## config.mk

```make
export PLATFORM = sky130hd
export DESIGN_NAME = xorshift1024star_random_source
export DESIGN_NICKNAME = d
export VERILOG_FILES = /design/src/rtl/xrs_pkg.sv /design/src/rtl/xrs_div.sv /design/src/rtl/xrs_datapath.sv /design/src/rtl/xrs_ctrl.sv /design/src/rtl/xorshift1024star_random_source.sv
export SDC_FILE = /design/constraint.sdc
export NUM_CORES = 2
export LEC_CHECK = 0
export BUFFER_PORTS_ARGS = -buffer_cell sky130_fd_sc_hd__buf_2
export CORE_MARGIN = 1.5
export CORE_UTILIZATION = 50
export DETAILED_ROUTE_END_ITERATION = 10
export PLACE_DENSITY = 0.62
export SLEW_MARGIN = 10
export SYNTH_ARGS = -nofsm -noshare
export SYNTH_HDL_FRONTEND = slang
export SYNTH_SLANG_ARGS = --single-unit
```

## constraint.sdc

```tcl
create_clock -name clk -period 9.2 [get_ports clk]
set_input_delay 0.46 -clock clk [delete_from_list [all_inputs] [get_ports clk]]
set_output_delay 0.46 -clock clk [all_outputs]
set_load 0.01 [all_outputs]
```

## src/rtl/xrs_pkg.sv

```systemverilog
// Package for the xorshift1024* random source: constants, seed table, types.
// No dependencies.
`timescale 1ns / 1ps

package xrs_pkg;

  localparam int STATE_WORDS = 16;
  localparam int PTR_W       = $clog2(STATE_WORDS);
  localparam int WORD_W      = 64;
  localparam int VAL_W       = 32;
  localparam int IN_W        = 40;
  localparam int OUT_W       = 32;

  localparam logic [63:0] SEED64   = 64'h05a3ae52de3bbf0a;
  localparam logic [63:0] MULT64   = 64'd2685821657736338717;
  localparam logic [63:0] MULT1024 = 64'd1181783497276652981;
  localparam logic [31:0] MULT_LO  = MULT1024[31:0];

  localparam int SH_A = 31;
  localparam int SH_B = 11;
  localparam int SH_C = 30;
  localparam int SEED_SH_A = 12;
  localparam int SEED_SH_B = 25;
  localparam int SEED_SH_C = 27;

  typedef logic [WORD_W-1:0] word_tbl_t [STATE_WORDS];

  // xorshift64* outputs from the fixed seed, worked out at elaboration
  function automatic word_tbl_t seed_table();
    word_tbl_t   tbl;
    logic [63:0] x;
    x = SEED64;
    for (int i = 0; i < STATE_WORDS; i++) begin
      x = x ^ (x >> SEED_SH_A);
      x = x ^ (x << SEED_SH_B);
      x = x ^ (x >> SEED_SH_C);
      tbl[i] = x * MULT64;
    end
    return tbl;
  endfunction

  localparam word_tbl_t SEED_TABLE = seed_table();

  typedef enum logic [1:0] {
    RES_ONE  = 2'd0,
    RES_RAW  = 2'd1,
    RES_MASK = 2'd2,
    RES_REM  = 2'd3
  } res_sel_t;

  typedef struct packed {
    logic     capture;
    logic     rd;
    logic     wr;
    logic     mul;
    logic     div_start;
    logic     load_out;
    res_sel_t sel;
  } cmd_t;

  typedef struct packed {
    logic op;
    logic lim_zero;
    logic lim_ones;
    logic div_done;
  } status_t;

endpackage

```

## src/rtl/xrs_div.sv

```systemverilog
// Radix-2 restoring remainder unit, one quotient bit per cycle.
// Depends on xrs_pkg.
`timescale 1ns / 1ps

module xrs_div (
  input  logic                     clk,
  input  logic                     rst,
  input  logic                     start,
  input  logic [xrs_pkg::VAL_W-1:0] dividend,
  input  logic [xrs_pkg::VAL_W-1:0] divisor,
  output logic                     done,
  output logic [xrs_pkg::VAL_W-1:0] rem
);
  import xrs_pkg::*;

  localparam int CNT_W = $clog2(VAL_W);

  logic             busy;
  logic [CNT_W-1:0] cnt;
  logic [VAL_W-1:0] dvd;
  logic [VAL_W-1:0] dsr;
  logic [VAL_W:0]   sh;

  assign sh = {rem, dvd[VAL_W-1]};

  always_ff @(posedge clk) begin
    if (rst) begin
      busy <= 1'b0;
      done <= 1'b0;
      cnt  <= '0;
    end else begin
      done <= 1'b0;
      if (start) begin
        busy <= 1'b1;
        cnt  <= '0;
      end else if (busy) begin
        cnt <= cnt + 1'b1;
        if (cnt == CNT_W'(VAL_W - 1)) begin
          busy <= 1'b0;
          done <= 1'b1;
        end
      end
    end
  end

  always_ff @(posedge clk) begin
    if (start) begin
      rem <= '0;
      dvd <= dividend;
      dsr <= divisor;
    end else if (busy) begin
      dvd <= dvd << 1;
      if (sh >= {1'b0, dsr}) begin
        rem <= VAL_W'(sh - {1'b0, dsr});
      end else begin
        rem <= sh[VAL_W-1:0];
      end
    end
  end

endmodule

```

## src/rtl/xrs_datapath.sv

```systemverilog
// Datapath: request capture, generator word store, mixer, multiplier, output register.
// Depends on xrs_pkg and xrs_div.
`timescale 1ns / 1ps

module xrs_datapath (
  input  logic                     clk,
  input  logic                     rst,
  input  logic [xrs_pkg::IN_W-1:0]  in_data,
  input  xrs_pkg::cmd_t            cmd,
  output xrs_pkg::status_t         status,
  output logic [xrs_pkg::OUT_W-1:0] out_data
);
  import xrs_pkg::*;

  logic                   op;
  logic [VAL_W-1:0]       limit;
  logic [PTR_W-1:0]       ptr;
  logic [PTR_W-1:0]       ptr_inc;
  logic [STATE_WORDS-1:0] valid;
  logic [WORD_W-1:0]      mem [STATE_WORDS];
  logic [WORD_W-1:0]      rd0;
  logic [WORD_W-1:0]      rd1;
  logic [WORD_W-1:0]      s0;
  logic [WORD_W-1:0]      s1a;
  logic [WORD_W-1:0]      s1b;
  logic [WORD_W-1:0]      new_word;
  logic [VAL_W-1:0]       lo32;
  logic [VAL_W-1:0]       raw;
  logic [VAL_W-1:0]       rem;
  logic                   div_done;
  logic [OUT_W-1:0]       res;

  assign ptr_inc = ptr + 1'b1;

  always_ff @(posedge clk) begin
    if (cmd.capture) begin
      op    <= in_data[0];
      limit <= in_data[VAL_W:1];
    end
  end

  assign status.op       = op;
  assign status.lim_zero = (limit == '0);
  assign status.lim_ones = (limit == '1);
  assign status.div_done = div_done;

  // word store; entries not yet written read as the seeded values
  always_ff @(posedge clk) begin
    if (cmd.rd) begin
      rd0 <= valid[ptr]     ? mem[ptr]     : SEED_TABLE[ptr];
      rd1 <= valid[ptr_inc] ? mem[ptr_inc] : SEED_TABLE[ptr_inc];
    end
  end

  always_ff @(posedge clk) begin
    if (cmd.wr) begin
      mem[ptr_inc] <= new_word;
    end
  end

  always_ff @(posedge clk) begin
    if (rst) begin
      valid <= '0;
      ptr   <= '0;
    end else if (cmd.wr) begin
      valid[ptr_inc] <= 1'b1;
      ptr            <= ptr_inc;
    end
  end

  assign s1a      = rd1 ^ (rd1 << SH_A);
  assign s1b      = s1a ^ (s1a >> SH_B);
  assign s0       = rd0 ^ (rd0 >> SH_C);
  assign new_word = s0 ^ s1b;

  always_ff @(posedge clk) begin
    if (cmd.wr) begin
      lo32 <= new_word[VAL_W-1:0];
    end
    if (cmd.mul) begin
      raw <= VAL_W'(lo32 * MULT_LO);
    end
  end

  xrs_div u_div (
    .clk      (clk),
    .rst      (rst),
    .start    (cmd.div_start),
    .dividend (raw),
    .divisor  (limit),
    .done     (div_done),
    .rem      (rem)
  );

  always_comb begin
    unique case (cmd.sel)
      RES_ONE:  res = OUT_W'(1);
      RES_RAW:  res = raw;
      RES_MASK: res = raw & limit;
      RES_REM:  res = rem;
      default:  res = raw;
    endcase
  end

  always_ff @(posedge clk) begin
    if (cmd.load_out) begin
      out_data <= res;
    end
  end

endmodule

```

## src/rtl/xrs_ctrl.sv

```systemverilog
// Controller: runs one request via read, mix, multiply, remainder as needed.
// Depends on xrs_pkg.
`timescale 1ns / 1ps

module xrs_ctrl (
  input  logic             clk,
  input  logic             rst,
  input  logic             s_tvalid,
  output logic             s_tready,
  output logic             m_tvalid,
  input  logic             m_tready,
  input  xrs_pkg::status_t status,
  output xrs_pkg::cmd_t    cmd
);
  import xrs_pkg::*;

  typedef enum logic [6:0] {
    ST_IDLE  = 7'b0000001,
    ST_READ  = 7'b0000010,
    ST_MIX   = 7'b0000100,
    ST_MUL   = 7'b0001000,
    ST_DIVGO = 7'b0010000,
    ST_DIV   = 7'b0100000,
    ST_OUT   = 7'b1000000
  } state_t;

  state_t state;
  state_t state_next;

  always_ff @(posedge clk) begin
    if (rst) begin
      state    <= ST_IDLE;
      m_tvalid <= 1'b0;
    end else begin
      state <= state_next;
      if (cmd.load_out) begin
        m_tvalid <= 1'b1;
      end else if (m_tready) begin
        m_tvalid <= 1'b0;
      end
    end
  end

  always_comb begin
    state_next = state;
    cmd        = '0;
    s_tready   = 1'b0;
    priority if (status.op) begin
      cmd.sel = RES_MASK;
    end else if (status.lim_zero) begin
      cmd.sel = RES_ONE;
    end else if (status.lim_ones) begin
      cmd.sel = RES_RAW;
    end else begin
      cmd.sel = RES_REM;
    end
    unique case (state)
      ST_IDLE: begin
        s_tready = 1'b1;
        if (s_tvalid) begin
          cmd.capture = 1'b1;
          state_next  = ST_READ;
        end
      end
      ST_READ: begin
        if (!status.op && status.lim_zero) begin
          state_next = ST_OUT;
        end else begin
          cmd.rd     = 1'b1;
          state_next = ST_MIX;
        end
      end
      ST_MIX: begin
        cmd.wr     = 1'b1;
        state_next = ST_MUL;
      end
      ST_MUL: begin
        cmd.mul = 1'b1;
        if (!status.op && !status.lim_ones) begin
          state_next = ST_DIVGO;
        end else begin
          state_next = ST_OUT;
        end
      end
      ST_DIVGO: begin
        cmd.div_start = 1'b1;
        state_next    = ST_DIV;
      end
      ST_DIV: begin
        if (status.div_done) begin
          state_next = ST_OUT;
        end
      end
      ST_OUT: begin
        if (!m_tvalid || m_tready) begin
          cmd.load_out = 1'b1;
          state_next   = ST_IDLE;
        end
      end
      default: begin
        state_next = ST_IDLE;
      end
    endcase
  end

endmodule

```

## src/rtl/xorshift1024star_random_source.sv

```systemverilog
// xorshift1024* random source, one request at a time.
// Path from request to result: a bounded draw with limit zero goes from capture straight to the output,
// a masked or full-range draw passes read, mix and multiply, and a modulo draw also runs the divider.
// A new request is taken the cycle after the result is loaded into the output register.
// Synchronous reset: pointer to zero, words read as the seeded table, ready at once.
// Depends on xrs_pkg, xrs_ctrl, xrs_datapath.
`timescale 1ns / 1ps

module xorshift1024star_random_source (
  input  logic                      clk,
  input  logic                      rst,
  input  logic                      s_tvalid,
  output logic                      s_tready,
  input  logic [xrs_pkg::IN_W-1:0]  s_tdata,  // [0] op, [32:1] limit, [39:33] zero
  output logic                      m_tvalid,
  input  logic                      m_tready,
  output logic [xrs_pkg::OUT_W-1:0] m_tdata   // [31:0] value
);
  import xrs_pkg::*;

  cmd_t    cmd;
  status_t status;

  xrs_ctrl u_ctrl (
    .clk      (clk),
    .rst      (rst),
    .s_tvalid (s_tvalid),
    .s_tready (s_tready),
    .m_tvalid (m_tvalid),
    .m_tready (m_tready),
    .status   (status),
    .cmd      (cmd)
  );

  xrs_datapath u_dp (
    .clk      (clk),
    .rst      (rst),
    .in_data  (s_tdata),
    .cmd      (cmd),
    .status   (status),
    .out_data (m_tdata)
  );

endmodule

```

# == After elaboration in Yosys (flattened, before gate mapping) ==
# Memory sizes are Yosys's and may differ from the RTL's. A register that Yosys moved wholly into a read port is not among the register bits.
# Index checks and enable logic that the tools add are counted.
# classes
n_reduce_logical,14
n_bitwise,9
addsub,3
n_mux,45
n_eq_ne,15
mul,1
magnitude_cmp,6
# op_table
op,n
$mux W64,6
$pmux W32 S4,1
$xor A64 B64 Y64,2
$mux W32,3
$xor A64 B34 Y64,1
$xor A64 B53 Y64,1
$pmux W7 S7,1
$mux W7,5
$ge A33 B32 Y1,1
$and A32 B32 Y32,1
$eq A32 B32 Y1 const B,1
$logic_not A32 Y1,1
$mul A32 B31 Y32 const B,1
$sub A32 B32 Y32,1
$mux W1,21
$or A16 B16 Y16,1
$ge A5 B5 Y1 const B,2
$lt A4 B5 Y1 const B,2
$not A4 Y5,2
$bmux W1 S4,2
$mux W4,2
$eq A7 B1 Y1 const B,1
$eq A7 B2 Y1 const B,1
$eq A7 B3 Y1 const B,1
other kinds (23),32
# totals
regBits,388
inputBits,44
out_inout_bits,34
rom_bits,2048
ram_bits,1024
memories,3
word_cells,113
# mem_list
memory,depth,word_bits,read_ports,rd_ports_with_merged_regs,write_ports,line,text
(name not given),16,64,1,0,0,xrs_datapath.sv:51,rd1 <= valid[ptr_inc] ? mem[ptr_inc] : SEED_TABLE[ptr_inc];
(name not given),16,64,1,0,0,xrs_datapath.sv:50,rd0 <= valid[ptr] ? mem[ptr] : SEED_TABLE[ptr];
u_dp.mem,16,64,2,1,1,xrs_datapath.sv:20,logic [WORD_W-1:0] mem [STATE_WORDS];

# == Logic depth before layout (Yosys ltp) ==
# logic_depth
word_depth,6
mapped_depth,26
ltp_nobuf,26

# == Modules after synthesis ==
# From an unflattened synthesis, not the netlist that was laid out.
# hier_totals
cells_unflattened,4835
hier_area_um2,76734.8
# by_module_without_submodules
module,instances,area_each_um2,cells_per_inst,seq_area_each_um2
xrs_datapath,1,70198.6,4168,38947.4
xrs_div,1,6023.3,603,2702.6
xrs_ctrl,1,513.0,64,160.2

# == Worst setup path before layout ==
# No wires, ideal clock.
# synth_timing
path_type,register to register
start,reg u_ctrl.state[0]
end,reg u_dp.rd0[0] (enable)
synth_period_minus_slack_ns,7.007
path_buffers,0
slack_ns,2.193
setup_ns,0.617
arrival_ns,6.391
path_stages_with_launch,5
cell_sequence,dfxtp_1 or3_1 nor3_1 nand3b_1 nor2_1
# synth_lines
element,line,text
"start, declared",xrs_ctrl.sv:27,state_t state;
"start signal, assigned",xrs_ctrl.sv:35,state <= state_next;
"end signal, assigned",xrs_datapath.sv:50,
"end, declared",xrs_datapath.sv:21,logic [WORD_W-1:0] rd0;

# == Final worst setup path ==
# layout_timing
start,reg u_dp.lo32[13]
end,"reg u_dp.raw[31], data pin"
# layout_via
elab_chain_len,1
# layout_lines
element,line,text
"start, declared",xrs_datapath.sv:27,logic [VAL_W-1:0] lo32;
"start signal, assigned",xrs_datapath.sv:78,lo32 <= new_word[VAL_W-1:0];
$mul A32 B31 Y32,xrs_datapath.sv:81,raw <= VAL_W'(lo32 * MULT_LO);
"end signal, assigned",xrs_datapath.sv:81,
"end, declared",xrs_datapath.sv:28,logic [VAL_W-1:0] raw;
# No other way between the ends.
# A chain may end at the register's enable or synchronous reset.

==> results.json <==
{
  "setup-violations-final": 0,
  "hp-start": "m_tready",
  "slew_headroom_pct": 10.1,
  "syn2layout_area_growth_pct": 10.9,
  "fin_util_pct": 55.7,
  "grt_max_degree": 121,
  "via_count": 45200,
  "grt_pass1_wl_mm": 315,
  "hold-worst-slack_ns": 0.0633,
  "fmax_mhz": 133,
  "reg2reg_slack_ns": 1.69,
  "hold_end": "u_ctrl.m_tvalid",
  "viasPerCell": 6.36,
  "fillers": 12000,
  "synth_ff_type": "edfxtp_1",
  "cap_violations": 0,
  "cpPeakStageDelay_ns": 0.60,
  "htree_levels": 4,
  "leakagePower_uw": 0.0283,
  "clkTransAtPathRegs_ns": 0.06,
  "portBuffers": 70,
  "synth_top_area_share_pct": 53.0,
  "synth_most_common_cell": "edfxtp_1",
  "status": "complete, no violations",
  "dp_hpwl_mm": 136,
  "nNetsFinal": 5447,
  "cts_root_buf": "clkbuf_16",
  "worst_pin_slew_ns": 1.34,
  "die_height_um": 394,
  "drcViolationCount": 0,
  "antenna_found_initial": 3,
  "synth_top_area_cell": "edfxtp_1",
  "die_w_um": 394,
  "gp_congestion": 0.989,
  "final.period_utilization_pct": 81.6,
  "arrival_ns": 8.01,
  "min_path_type": "input pin to register",
  "synth_edf_count": 1345,
  "yosysSeqAreaShare_pct": 54.8,
  "pre_cts_slack_ns": 1.72,
  "clock_path_buffers": 3,
  "wl_mm": 214,
  "p_per_area_nw_per_um2": 207,
  "worstSkewPairLatency_ns": 0.78,
  "min_path_cells": 3,
  "reg2reg_to": "u_dp.raw[31]",
  "grt_pass1_vias": 45900,
  "hold_violations": 0,
  "rows": 143,
  "synth_cell_type_count": 82,
  "antenna_left": 0,
  "overflow": 0,
  "skew_ns": 0.0642,
  "slew_viol_final": 0,
  "r2r_cells": 23,
  "worst_setup_path_start_kind": "register",
  "synth.net_count": 5337,
  "cts_tree": "yes",
  "grt.total_usage_pct": 27.8,
  "drt-initial-drc-count": 4788,
  "drive_gt1_share_pct": 22.3,
  "path_cells": "inv_1, fa_1, inv_1, fa_1, inv_1, fa_1, inv_1, fa_1, inv_1, fa_1, inv_1, fa_1, fa_1, fa_1, ha_1, nand3_1, nor3b_1, nor3_1, a21oi_1, a221oi_1, a211oi_1, a31oi_1, xnor2_1",
  "async_flop_share_pct": 0,
  "ys_top_cells_by_area": "edfxtp_1 53%, mux4_2 19%, fa_1 6.0%, ha_1 3.6%, xnor2_1 2.6%",
  "synth_common_cells": "1345 x edfxtp_1, 649 x mux4_2, 402 x inv_1",
  "timing_worst_setup_path_type": "register to register",
  "critPathRequiredTime_ns": 9.71,
  "cpMaxStageDelayCell": "edfxtp_1",
  "rsz0062_at_grt": "no",
  "path_max_fanout": 6,
  "dpl.cell_count": 6800,
  "cts_buffers": 151,
  "yosys_warnings": 0,
  "synth_area_um2": 76300,
  "final.min_clock_period_ns": 7.51,
  "dieArea_um2": 155000,
  "setup_tns_ns": 0,
  "irDropWorstVdd_uv": 249,
  "end_kind": "register",
  "wire_per_inst_um": 30.1,
  "synth_cells": 4846,
  "crit_top_cell": "fa_1",
  "ys_ff_latch": 1416,
  "num_io_pins": 78,
  "cts.sinks": 1416,
  "core_um2": 152000,
  "dr.pass1.iters": 6,
  "start_util_pct": 50.3,
  "setup_ws_ns": 1.69,
  "r2r_start": "u_dp.lo32[13]",
  "num_antenna_cells": 0,
  "final_cells": 7109,
  "syn_avg_cell_area_um2": 15.7
}
layout make-up:
type	count	area (um2)	share of cell area (%)
inverter	407	1530	1.81
tap	2030	2540	3.00
clock buffer	188	4020	4.76
multi-input combinational	2751	32100	37.9
clock inverter	88	833	0.985
timing repair buffer	229	1730	2.04
sequential	1416	41800	49.5
kinds of logic after synthesis:
kind of cell	share of synthesized area (%)
muxes	19.8
DFF	54.8
buffers and inverters	3.51
adders and majority gates	9.58
AOI/OAI and AO/OA	4.66
xor gates and xnor gates	3.12
and+or+nand+nor	4.46
sequential cells by signal, indices dropped and copies added, names as in the netlist, named ones only:
signal,count
u_dp.mem,1024
u_ctrl.m_tvalid,1
u_dp.ptr,4
u_ctrl.state,7
u_dp.lo32,32
u_dp.u_div.done,1
u_dp.out_data,32
u_dp.op,1
u_dp.limit,32
u_dp.rd1,64
u_dp.raw,32
u_dp.u_div.dvd,32
u_dp.u_div.rem,32
u_dp.u_div.busy,1
u_dp.valid,16
u_dp.u_div.dsr,32
u_dp.u_div.cnt,5
u_dp.rd0,64
layer usage:
| metal | routed length (um) | global-route usage (%) |
|---|---|---|
| met5 | 7 | 0 |
| met1 | 84500 | 38.1 |
| met4 | 7720 | 9.40 |
| met3 | 15900 | 4.17 |
| met2 | 106000 | 45.9 |
per-stage QoR:
stage	area [um2]	total power, uW
2_1_floorplan	76300	10500
3_3_place_gp	79300	11600
3_5_place_dp	79300	11600
4_1_cts	84500	17600
5_1_grt	84600	18300
6_report	84600	17500
worst max-delay path: cells and delay by family, from the launching register on:
kind	cells	cell delay, ns
adder cells (fa/ha/maj)	9	4.46
AO/OA/AOI/OAI	4	1.08
flip-flops	1	0.60
AND/OR/NAND/NOR	3	0.47
buffers and inverters	6	0.47
XOR/XNOR	1	0.16
cells in the final DEF, fill, tap and decap left out, types with 11 or more instances in the layout:
cell type / instances
inv_1: 401
clkinv_1: 41
nand3_1: 69
o211ai_1: 17
o31ai_1: 18
nor4_1: 18
nand3b_1: 13
xnor2_1: 206
a21oi_1: 139
clkbuf_16: 156
a31oi_1: 37
clkinv_2: 20
nand4_1: 26
nand2b_1: 21
mux2i_1: 41
mux4_2: 648
nand2_1: 311
bufinv_16: 11
a211oi_1: 30
o21a_1: 13
o21ai_0: 174
xnor2_2: 18
edfxtp_1: 1345
nor3_1: 40
buf_2: 70
dfxtp_1: 63
clkbuf_1: 32
nor2_1: 199
nor2_4: 18
ha_1: 217
xor2_1: 46
fa_1: 228
dlygate4sd3_1: 33
a21o_1: 44
buf_4: 118
power breakdown:
part | internal [uW] | switching (uW)
Sequential | 7650 | 153
Clock | 3430 | 2570
Combinational | 1450 | 2210
Total | 12500 | 4930
timing repair:
action / CTS / global route
hold endpoints to repair: 33 / 0
gates resized for setup: 0 / 0
setup buffers: 0 / 0
endpoints found under the setup margin: 0 / 0
hold buffers: 33 / 0
worst max-delay path by stage:
| stage | startpoint | endpoint | slack [ns] | depth (start not counted) |
|---|---|---|---|---|
| after CTS | u_dp.lo32[13] | u_dp.raw[31] | 1.71 | 23 |
| final | u_dp.lo32[13] | u_dp.raw[31] | 1.69 | 23 |
| after floorplan | u_ctrl.state[0] | u_dp.rd0[0] | 2.19 | 4 |
| after global placement | u_dp.lo32[8] | u_dp.raw[31] | 1.79 | 23 |
| after global routing | u_dp.lo32[8] | u_dp.raw[31] | 1.36 | 23 |
| after detailed placement | u_dp.lo32[13] | u_dp.raw[31] | 1.72 | 23 |
Note: power is estimated with default switching activity, not from simulation.
